File: config.mk
export PLATFORM = sky130hd
export DESIGN_NAME = rbc_result_run
export DESIGN_NICKNAME = d
export VERILOG_FILES = /design/src/sv/rbc_pkg.sv /design/src/sv/rbc_result_run.sv
export SDC_FILE = /design/constraint.sdc
export NUM_CORES = 1
export LEC_CHECK = 0
export BUFFER_PORTS_ARGS = -buffer_cell sky130_fd_sc_hd__buf_2
export CELL_PAD_IN_SITES_DETAIL_PLACEMENT = 0
export CELL_PAD_IN_SITES_GLOBAL_PLACEMENT = 1
export CORE_MARGIN = 5
export CORE_UTILIZATION = 35
export CTS_BUF_LIST = sky130_fd_sc_hd__clkbuf_16
export CTS_CLUSTER_SIZE = 20
export DETAILED_ROUTE_END_ITERATION = 6
export PLACE_DENSITY_LB_ADDON = 0.25
export SETUP_SLACK_MARGIN = 0.1
export SYNTH_ARGS = -nofsm -noshare
export SYNTH_HDL_FRONTEND = slang
export SYNTH_SLANG_ARGS = --single-unit
File: constraint.sdc
create_clock -name clock -period 2.6 [get_ports clock]
set_clock_uncertainty 0.15 [all_clocks]
set_input_delay 0.39 -clock clock [delete_from_list [all_inputs] [get_ports clock]]
set_output_delay 0.39 -clock clock [all_outputs]
set_load 0.01 [all_outputs]
File: src/sv/rbc_pkg.sv
`timescale 1ns / 1ps

package rbc_pkg;

   localparam int MAX_WIDTH    = 2048;
   localparam int COL_W        = $clog2(MAX_WIDTH);
   localparam int HEIGHT_LIMIT = 2048;
   localparam int ROW_W        = $clog2(HEIGHT_LIMIT);

   localparam int COLOR_W    = 8;
   localparam int GEO_W      = 12;
   localparam int OFS_W      = 11;
   localparam int POS_W      = 12;
   localparam int CSR_IDX_W  = 3;
   localparam int CSR_DATA_W = 12;
   localparam int RUN_LEN    = 3;
   localparam int LINE_W     = 2;

   localparam int WID_W = (GEO_W > COL_W + 1) ? GEO_W : COL_W + 1;
   localparam int HGT_W = (GEO_W > ROW_W + 1) ? GEO_W : ROW_W + 1;

   typedef enum logic [CSR_IDX_W-1:0] {
      CSR_REGION_BLUE   = 3'd0,
      CSR_REGION_GREEN  = 3'd1,
      CSR_REGION_RED    = 3'd2,
      CSR_IMAGE_WIDTH   = 3'd3,
      CSR_IMAGE_HEIGHT  = 3'd4,
      CSR_OFFSET_X      = 3'd5,
      CSR_OFFSET_Y      = 3'd6,
      CSR_EMIT_INTERIOR = 3'd7
   } csr_index_type;

   typedef struct packed {
      logic [POS_W-1:0] pos_x;
      logic [POS_W-1:0] pos_y;
      logic             on_boundary;
   } result_type;

   // line word: bit 0 previous row, bit 1 row before it
   typedef struct packed {
      logic              rd_en;
      logic [COL_W-1:0]  rd_addr;
      logic              wr_en;
      logic [COL_W-1:0]  wr_addr;
      logic [LINE_W-1:0] wr_data;
   } line_access_type;

endpackage

File: src/sv/rbc_result_run.sv
`timescale 1ns / 1ps

module rbc_result_run (
   input  logic                              clock,
   input  logic                              reset,
   input  logic                              load,
   input  logic [rbc_pkg::RUN_LEN-1:0]       load_mask,
   input  rbc_pkg::result_type               load_res [rbc_pkg::RUN_LEN],
   output logic                              run_free,
   output logic                              rsp_valid,
   input  logic                              rsp_stall,
   output logic [rbc_pkg::POS_W-1:0]         rsp_pos_x,
   output logic [rbc_pkg::POS_W-1:0]         rsp_pos_y,
   output logic                              rsp_on_boundary,
   output logic                              rsp_last_of_run
);

   logic [rbc_pkg::RUN_LEN-1:0] mask_ff;
   logic [rbc_pkg::RUN_LEN-1:0] mask_in;
   rbc_pkg::result_type         slot_ff [rbc_pkg::RUN_LEN];
   rbc_pkg::result_type         head;
   logic                        rsp_take;

   assign rsp_valid       = (mask_ff != '0);
   assign rsp_take        = rsp_valid && !rsp_stall;
   assign rsp_last_of_run = ((mask_ff & (mask_ff - 1'b1)) == '0);
   assign run_free        = !rsp_valid || (rsp_last_of_run && rsp_take);

   always_comb begin
      head = slot_ff[rbc_pkg::RUN_LEN-1];
      for (int i = rbc_pkg::RUN_LEN - 1; i >= 0; i--) begin
         if (mask_ff[i]) begin
            head = slot_ff[i];
         end
      end
   end

   assign rsp_pos_x       = head.pos_x;
   assign rsp_pos_y       = head.pos_y;
   assign rsp_on_boundary = head.on_boundary;

   // drop the lowest pending word on each take
   always_comb begin
      mask_in = mask_ff;
      if (load) begin
         mask_in = load_mask;
      end else if (rsp_take) begin
         mask_in = mask_ff & (mask_ff - 1'b1);
      end
   end

   always_ff @(posedge clock) begin
      if (reset) begin
         mask_ff <= '0;
      end else begin
         mask_ff <= mask_in;
      end
   end

   always_ff @(posedge clock) begin
      if (load) begin
         slot_ff <= load_res;
      end
   end

endmodule

==> summary.md, run 1 <==
| Metric | Value |
|---|---|
| Avg Inst Size Synth | 16.5 µm² |
| CTS tree | done |
| Clk_lat worst skew | 0.33 ns |
| CTS clk-pin slew, worst paths | 0.06 ns |
| Worst-margin pin slew | 0.624 ns |
| Post-DP HPWL | 4270 µm |
| Most frequent cells in the layout | buf_2 (108), edfxtp_1 (75), nand2_1 (28), o21ai_0 (26), mux2i_1 (25) |
| Final Hold Viols | 0 |
| Pwr dens | 784 nW/µm² |
| Final Power | 0.00309 W |
| Final setup fails | 0 |
| Critical Path Start Type | flip-flop |
| FF+latch count, synth | 78 |
| Total track usage | 11.8% |
| Sequential share of the synthesized area | 78.4% |
| Largest net degree at the start of global routing | 41 |
| First-pass GRT wire length | 8890 µm |
| Htree depth | 3 |
| Setup Buffers After CTS | 0 |
| Slowest stage delay, CP | 0.73 ns |
| Worst Setup End Kind | output port |
| Hold Crit Class | input pin to flip-flop |
| Post-Layout Cell Count | 403 |
| Placed insts | 387 |
| Initial core utilization | 35.9% |
| DR vias | 1,827 |
| Achievable Freq | 0.438 GHz |
| YS warnings | 0 |
| Post-synthesis cell area | 2950 µm² |
| Fraction of layout cells with a size suffix above 1 | 44.6% |
| Status | finished clean |
| Avg WL per Cell | 14.6 µm |
| Initial antenna violation count | 0 |
| Leak | 1.53 nW |
| Fill cells | 737 |
| Clock root buffer master | clkbuf_16 |
| Chip Width | 102 µm |
| # hold bufs at CTS | 0 |
| Maxcap violations | 0 |
| Commonest non-fill, non-tap cell in the layout | buf_2 |
| Setup TNS | 0 ns |
| Layout area overhead | 33.6% |
| DRT Pass-1 Iters | 4 |
| Core Area | 8220 µm² |
| Synth Instances | 179 |
| Post-Syn Nets | 261 |
| Fin crit share | 87.9% |
| Crit path cell chain | buf_4 -> nand2_1 -> o21ai_0 -> buf_2 |
| Port-buffer cells | 109 |
| Max stage delay cell, worst path | dfxtp_2 |
| Row count | 33 |
| Die Area | 10,400 µm² |
| Antenna Cells | 0 |
| CTS max path bufs | 2 |
| Min Hold Slack | 0.0815 ns |
| Vias in the first global route | 1,869 |
| Sequential cell area | 2310 µm² |
| RSZ-0062 raised after global routing | false |
| Arr. time, crit path | 1.74 ns |
| Gr ovfl total | 0 |
| DR DRC count | 0 |
| Worst Path Required | 2.06 ns |
| Max transition margin | 58.4% |
| Crit Path Max Fanout | 39 |
| IO Count | 110 |
| Via density | 4.53 |
| Min Tclk post-route | 2.28 ns |
| Cts repair resizes | 0 |
| Post-route ant nets | 0 |
| Clock sink total | 78 |
| Distinct cells, synth | 16 |
| Initial DRC count | 20 |
| Worst vdd ir | 0.349 mV |
| Critical path type | flip-flop to output port |
| Die Ht | 102 µm |
| Routed Wire Length | 5900 µm |
| Max Transition Viols Final | 0 |
| CTS Buf Count | 9 |
| Final nets | 375 |
| Routability cong. | 0.708 |
| Footprint of the multi-input gates | 567 µm² |
==> flip-flops by register name, indices dropped and copies added, names as in the netlist <==
name     flops
slot_ff     75
mask_ff      3
==> through the flow <==
stage | setup slack [ns] | area [µm²] | utilization (%)
final | 0.316 | 3940 | 47.9
after global routing | 0.106 | 3940 | 47.9
after CTS | 0.262 | 3940 | 47.9
after detailed placement | 0.629 | 3620 | 44.0
after global placement | 0.635 | 3620 | 44.0
after floorplan | 1.08 | 2950 | -
==> Yosys cell counts <==
master | count | area (µm²)
edfxtp_1 | 75 | 2250
nand2_1 | 28 | 105
o21ai_0 | 26 | 130
mux2i_1 | 25 | 250
buf_2 | 4 | 20.0
a21oi_1 | 3 | 15.0
buf_6 | 3 | 33.8
dfxtp_1 | 3 | 60.1
clkbuf_1 | 2 | 7.51
nand3b_1 | 2 | 15.0
o21a_1 | 2 | 15.0
or3_1 | 2 | 12.5
buf_4 | 1 | 7.51
maj3_2 | 1 | 11.3
nor2_1 | 1 | 3.75
o21ai_2 | 1 | 8.76
==> routing by layer <==
metal	global-route usage [%]	wire, µm	vias to the layer above
li1	-	-	900
met1	14.7	2550	843
met2	18.4	2720	74
met3	3.65	493	10
met4	6.75	140	0
met5	0	0	-
==> final cells by class <==
type / count / area share [%]
clock buffers: 9 / 5.72
clock inverters: 7 / 2.48
multi-input cells: 91 / 14.4
repair buffers: 113 / 15.3
flip-flops and latches: 78 / 58.8
well taps: 105 / 3.34
==> worst max-delay path: cells and delay by family, from the launching register on <==
kind	cells	cell delay, ns
buffers and inverters	2	0.51
flip-flops	1	0.73
AND/OR/NAND/NOR	1	0.07
AO/OA/AOI/OAI	1	0.11
==> final timing paths <==
kind / from / slack, ns / cells past startpoint / endpoint
worst max-delay path: mask_ff[0] / 0.32 / 4 / rsp_pos_y[7]
worst min-delay path: load_res[31] / 0.08 / 1 / slot_ff[31]
worst max register to register: mask_ff[0] / 1.20 / 3 / mask_ff[2]
worst min register to register: mask_ff[2] / 0.40 / 2 / mask_ff[2]
==> cell families after synthesis <==
kind of cell	synth area share [%]
flip-flops	78.4
AND/OR/NAND/NOR	4.63
multiplexers	8.49
adder cells (fa/ha/maj)	0.382
buffers and inverters	2.33
AO/OA/AOI/OAI	5.73
==> power by group <==
group	leakage, nW	internal [W]	switching, W
combinational	0.614	0.000120	0.000126
sequential	0.759	0.00149	0.0000361
clock	0.152	0.000842	0.000477
total	1.53	0.00245	0.000639
Note: power is estimated with default switching activity, not from simulation.
==> run 2: changes to the inputs <==
--- a/config.mk
+++ b/config.mk
@@ -6,6 +6,7 @@
 export NUM_CORES = 1
 export LEC_CHECK = 0
 export BUFFER_PORTS_ARGS = -buffer_cell sky130_fd_sc_hd__buf_2
+export CAP_MARGIN = 0
 export CELL_PAD_IN_SITES_DETAIL_PLACEMENT = 0
 export CELL_PAD_IN_SITES_GLOBAL_PLACEMENT = 1
 export CORE_MARGIN = 5
==> constraint.sdc (replaced) <==
create_clock -name clock -period 2.8 [get_ports clock]
set_clock_uncertainty 0.15 [all_clocks]
set_input_delay 0.42 -clock clock [delete_from_list [all_inputs] [get_ports clock]]
set_output_delay 0.42 -clock clock [all_outputs]
set_load 0.01 [all_outputs]
==> run 2 against run 1 <==
  * Via count decreased by 2.1%
  * Register-to-register slack worse by 0.02 ns
  * Non-clock buffer count fell by 2
  * Highest routed layer unchanged
  * Largest cell class unchanged
  * Combinational power fell by 12%
==> summary.md, run 2 (synthesized netlist as in run 1, its figures left out) <==
| Metric | Value |
|---|---|
| Sequential cell area | 2310 µm² (unchanged) |
| Footprint of the multi-input gates | 567 µm² (unchanged) |
| Commonest non-fill, non-tap cell in the layout | buf_2 |
| Met2 Use GR | 16.9% (-1.6 points) |
| Clk_lat worst skew | 0.32 ns (about the same) |
| Critical Path Start Type | flip-flop |
| Crit Path Max Fanout | 31 (-21%) |
| Final nets | 373 (-0.53%) |
| Initial DRC count | 74 (+270%) |
| Fill cells | 754 (+2.3%) |
| CTS Buf Count | 9 (unchanged) |
| Initial antenna violation count | 0 (unchanged) |
| Leak | 1.51 nW (-1.3%) |
| GRT met3 Usage | 4.34% (+0.69 points) |
| Sequential share of power | 50.7% (+1.4 points) |
| FF-to-FF setup slack | 1.18 ns (-0.02 ns) |
| # hold bufs at CTS | 0 (unchanged) |
| Chip Width | 102 µm (unchanged) |
| Final setup fails | 0 (unchanged) |
| Pre-CTS setup slack | 0.729 ns (+0.100 ns) |
| Min Tclk post-route | 2.37 ns |
| Crit path cell chain | mux2i_1 -> o21ai_0 -> buf_2 |
| Antenna Cells | 0 (unchanged) |
| Max FFs per register | 75 (unchanged) |
| Clock root buffer master | clkbuf_16 |
| Hold Crit Class | input pin to flip-flop |
| First-pass GRT wire length | 8720 µm (-1.9%) |
| Most frequent cells in the layout | buf_2 (108), edfxtp_1 (75), nand2_1 (28), o21ai_0 (26), mux2i_1 (25) |
| Maxcap violations | 0 (unchanged) |
| Total track usage | 11.4% (-0.40 points) |
| Achievable Freq | 0.422 GHz |
| Slowest stage delay, CP | 0.92 ns (+0.19 ns) |
| Via density | 4.48 (-1.2%) |
| DR vias | 1,788 (-2.1%) |
| Top Registers | slot_ff (75), mask_ff (3) |
| GRT busiest layer | met2 |
| Post-route ant nets | 0 (unchanged) |
| Power share of the clock group | 41.6% (-1.1 points) |
| Setup crit end | rsp_pos_y[3] |
| Fin crit share | 84.6% |
| Setup TNS | 0 ns (unchanged) |
| Avg WL per Cell | 14.4 µm (-1.7%) |
| Post-DP HPWL | 4040 µm (-5.3%) |
| Fraction of layout cells with a size suffix above 1 | 43.5% (-1.1 points) |
| R2r startpoint | mask_ff[1] |
| DRT Pass-1 Iters | 4 (unchanged) |
| CTS clk-pin slew, worst paths | 0.05 ns (about the same) |
| RSZ-0062 raised after global routing | false |
| Pwr dens | 719 nW/µm² (-8.3%) |
| Max transition margin | 39.5% (-19 points) |
| Critical path type | flip-flop to output port |
| Port-buffer cells | 109 (unchanged) |
| Gr ovfl total | 0 (unchanged) |
| Crit. Startpoint | mask_ff[1] |
| Switching share of power | 19.4% (-1.3 points) |
| Routed Wire Length | 5740 µm (-2.7%) |
| Sw Pwr | 0.000543 W (-15%) |
| Worst Setup End Kind | output port |
| Clock sink total | 78 (unchanged) |
| Cts repair resizes | 0 (unchanged) |
| Worst-margin pin slew | 0.907 ns (+0.283 ns) |
| Routability cong. | 0.711 (+0.47%) |
| Reg2reg path depth | 3 (unchanged) |
| Worst Path Required | 2.23 ns (+0.17 ns) |
| DR DRC count | 0 (unchanged) |
| CTS max path bufs | 2 (unchanged) |
| Worst vdd ir | 0.358 mV (+2.5%) |
| Die Ht | 102 µm (unchanged) |
| Internal Pwr Total | 0.00225 W (-8.0%) |
| Die Area | 10,400 µm² (unchanged) |
| Max stage delay cell, worst path | dfxtp_2 |
| Biggest register | slot_ff |
| Core Area | 8220 µm² (unchanged) |
| Combinational power share | 7.7% (-0.3 points) |
| Max Transition Viols Final | 0 (unchanged) |
| Final Hold Viols | 0 (unchanged) |
| Reg2reg end | mask_ff[1] |
| Status | finished clean |
| CTS tree | done |
| Vias in the first global route | 1,846 (-1.2%) |
| Routing usage on met1 | 14.8% (+0.12 points) |
| Largest net degree at the start of global routing | 42 (+2.4%) |
| Fin worst setup slack | 0.432 ns (+0.116 ns) |
| Htree depth | 3 (unchanged) |
| Row count | 33 (unchanged) |
| Setup Buffers After CTS | 0 (unchanged) |
| Arr. time, crit path | 1.80 ns (+0.06 ns) |
| IO Count | 110 (unchanged) |
| Initial core utilization | 35.9% (unchanged) |
| Layout area overhead | 32.0% |
==> run 2: cell types whose count changed in the layout (fill, tap and decap cells not counted) <==
cell / before / now
buf_12: 2 / 1
buf_4: 3 / 2
clkinv_1: 0 / 1
clkinv_4: 1 / 0
clkinvlp_4: 2 / 1
inv_6: 1 / 0
==> run 2: power by group through the flow <==
| stage | Clock [W] | Combinational, W | Sequential (W) |
|---|---|---|---|
| 2_1_floorplan | 0 | 0.000102 | 0.00142 |
| 3_3_place_gp | 0 | 0.000221 | 0.00144 |
| 3_5_place_dp | 0 | 0.000221 | 0.00144 |
| 4_1_cts | 0.00120 | 0.000222 | 0.00142 |
| 5_1_grt | 0.00126 | 0.000242 | 0.00143 |
| 6_report | 0.00116 | 0.000216 | 0.00142 |
==> run 2: final cells by class <==
class                           instances  area share (%)
Timing Repair Buffer                  111            14.8
Clock buffer                            9            5.79
Tap cell                              105            3.38
Sequential cell                        78            59.5
Clock inverter                          5            1.96
Multi-Input combinational cell         91            14.6
==> run 2: per-stage QoR <==
stage          hold slack [ns]  utilization [%]  power [W]  area (µm²)  instances
4_1_cts                  0.105             47.3    0.00284        3890        399
6_report                 0.121             47.3    0.00280        3890        399
2_1_floorplan            0.338                -    0.00152        2950        179
3_3_place_gp             0.391             43.7    0.00166        3590        385
3_5_place_dp             0.397             43.7    0.00167        3590        385
5_1_grt                  0.104             47.3    0.00292        3890        399
==> run 2: worst min path at each step <==
stage,from,end,slack [ns],cells after the start
4_1_cts,load_res[63],slot_ff[63],0.11,1
2_1_floorplan,mask_ff[2],mask_ff[2],0.34,2
3_5_place_dp,mask_ff[2],mask_ff[2],0.40,2
5_1_grt,load_res[27],slot_ff[27],0.10,1
3_3_place_gp,mask_ff[2],mask_ff[2],0.39,2
6_report,load_res[6],slot_ff[6],0.12,1
==> run 2: worst max-delay path, delay by kind of cell (launching register included) <==
family | cells | cell delay, ns
buffers and inverters | 1 | 0.18
multiplexers | 1 | 0.26
AO/OA/AOI/OAI | 1 | 0.11
flip-flops | 1 | 0.92
==> run 2: routing by layer <==
metal / share of wire [%] / vias up
met3: 10 / 9
met2: 46 / 73
met4: 1.5 / 0
met1: 42 / 810
met5: 0 / -
li1: - / 896
==> run 3: changes to the inputs <==
==> constraint.sdc (replaced) <==
create_clock -name clock -period 2.3 [get_ports clock]
set_clock_uncertainty 0.15 [all_clocks]
set_input_delay 0.345 -clock clock [delete_from_list [all_inputs] [get_ports clock]]
set_output_delay 0.345 -clock clock [all_outputs]
set_load 0.01 [all_outputs]
==> run 3 against run 2 <==
  * Highest routed layer unchanged
  * Setup slack lost 0.086 ns
  * Design area grew 0.35%
  * Via count grew 0.62%
  * Largest cell class unchanged
  * Sequential share of layout area shrank 0.21 points
  * Global-route usage grew 0.55 points
==> summary.md, run 3 (synthesized netlist as in run 1, its figures left out) <==
| Metric | Value |
|---|---|
| Pwr dens | 845 nW/µm² (+18%) |
| Min Hold Slack | 0.0360 ns (-0.0851 ns) |
| Clk_lat worst skew | 0.32 ns (about the same) |
| Post-DP HPWL | 4260 µm (+5.4%) |
| Hold Crit Class | input pin to flip-flop |
| Post-Layout Cell Count | 404 (+1.3%) |
| Core Area | 8220 µm² (unchanged) |
| Top Registers | slot_ff (75), mask_ff (3) |
| Crit path cell chain | buf_4 -> or3_1 -> o21ai_2 -> buf_2 |
| Initial core utilization | 35.9% (unchanged) |
| Total track usage | 12.0% (+0.55 points) |
| First-pass GRT wire length | 9290 µm (+6.5%) |
| # hold bufs at CTS | 0 (unchanged) |
| Via density | 4.45 (-0.63%) |
| Fill cells | 741 (-1.7%) |
| Placed insts | 388 (+0.78%) |
| Clock root buffer master | clkbuf_16 |
| CTS clk-pin slew, worst paths | 0.06 ns (about the same) |
| Cts repair resizes | 0 (unchanged) |
| Fin crit share | 85.0% |
| Die Area | 10,400 µm² (unchanged) |
| Most frequent cells in the layout | buf_2 (108), edfxtp_1 (75), nand2_1 (28), o21ai_0 (26), mux2i_1 (25) |
| Setup Buffers After CTS | 0 (unchanged) |
| Row count | 33 (unchanged) |
| Footprint of the multi-input gates | 567 µm² (unchanged) |
| Clock sink total | 78 (unchanged) |
| Layout area overhead | 32.4% |
| Post-route ant nets | 0 (unchanged) |
| Max Transition Viols Final | 0 (unchanged) |
| Status | finished clean |
| RSZ-0062 raised after global routing | false |
| Die Ht | 102 µm (unchanged) |
| DR DRC count | 0 (unchanged) |
| Critical Path Start Type | flip-flop |
| Routed Wire Length | 6020 µm (+4.8%) |
| Critical path type | flip-flop to output port |
| Commonest non-fill, non-tap cell in the layout | buf_2 |
| CTS max path bufs | 2 (unchanged) |
| Max FFs per register | 75 (unchanged) |
| Maxcap violations | 0 (unchanged) |
| Chip Width | 102 µm (unchanged) |
| DR vias | 1,799 (+0.62%) |
| Port-buffer cells | 109 (unchanged) |
| IO Count | 110 (unchanged) |
| Max stage delay cell, worst path | or3_1 |
| Avg WL per Cell | 14.9 µm (+3.5%) |
| Leak | 1.51 nW (+0.44%) |
| Initial DRC count | 33 (-55%) |
| Achievable Freq | 0.512 GHz |
| Gr ovfl total | 0 (unchanged) |
| DRT Pass-1 Iters | 4 (unchanged) |
| Antenna Cells | 0 (unchanged) |
| Initial antenna violation count | 0 (unchanged) |
| CTS Buf Count | 9 (unchanged) |
| Worst Setup End Kind | output port |
| Worst vdd ir | 0.380 mV (+6.2%) |
| Fraction of layout cells with a size suffix above 1 | 44.8% (+1.3 points) |
| Vias in the first global route | 1,957 (+6.0%) |
| Worst-margin pin slew | 0.382 ns (-0.525 ns) |
| Slowest stage delay, CP | 0.40 ns (-0.52 ns) |
| Biggest register | slot_ff |
| Max transition margin | 74.5% (+35 points) |
| Sequential cell area | 2310 µm² (unchanged) |
| Worst Path Required | 1.80 ns (-0.43 ns) |
| Htree depth | 3 (unchanged) |
| Min Tclk post-route | 1.95 ns |
| Final Hold Viols | 0 (unchanged) |
| CTS tree | done |
| Crit Path Max Fanout | 16 (-48%) |
| Routability cong. | 0.705 (-0.80%) |
| Final nets | 376 (+0.80%) |
| Final setup fails | 0 (unchanged) |
| Setup TNS | 0 ns (unchanged) |
| Arr. time, crit path | 1.46 ns (-0.34 ns) |
| Largest net degree at the start of global routing | 41 (-2.4%) |
## run 3: changes by cell type in the layout (fill, tap and decap cells not counted), sizes merged
cell	before	now
bufinv	2	0
buf	111	114
inv	0	3
clkinvlp	1	2
## run 3: worst paths after layout
path,startpoint,end,slack (ns),cells past startpoint
worst max-delay path,mask_ff[1],run_free,0.35,4
worst min-delay path,load_res[2],slot_ff[2],0.04,1
worst max register to register,mask_ff[0],mask_ff[1],0.92,4
worst min register to register,mask_ff[2],mask_ff[2],0.40,2
## run 3: per-layer routing
metal,wire length [µm],vias to the layer above,track usage (%)
met2,2900,70,19.2
li1,-,908,-
met3,524,7,4.55
met1,2520,814,14.6
met5,0,-,0
met4,76,0,5.01
## run 3: power by group
part           internal [W]  switching (W)
clock              0.000741       0.000560
sequential          0.00168      0.0000318
combinational      0.000137       0.000151
## run 3: through the flow
step	total power [W]	worst slack [ns]	cell area [µm²]	utilization, %
2_1_floorplan	0.00185	0.823	2950	-
5_1_grt	0.00344	0.206	3900	47.5
3_3_place_gp	0.00203	0.665	3620	44.1
4_1_cts	0.00335	0.303	3900	47.5
3_5_place_dp	0.00204	0.665	3620	44.1
6_report	0.00330	0.346	3900	47.5
## run 3: critical path, delay by kind of cell, from the launching register on
family          cells  cell delay (ns)
compound gates      1             0.06
buf+inv             2             0.36
flops               1             0.31
simple gates        1             0.40
## run 3: layout make-up
type / instances / area share (%)
sequential: 78 / 59.3
timing repair buffer: 114 / 15.6
multi-input combinational: 91 / 14.5
clock buffer: 9 / 5.77
tap: 105 / 3.37
clock inverter: 7 / 1.41
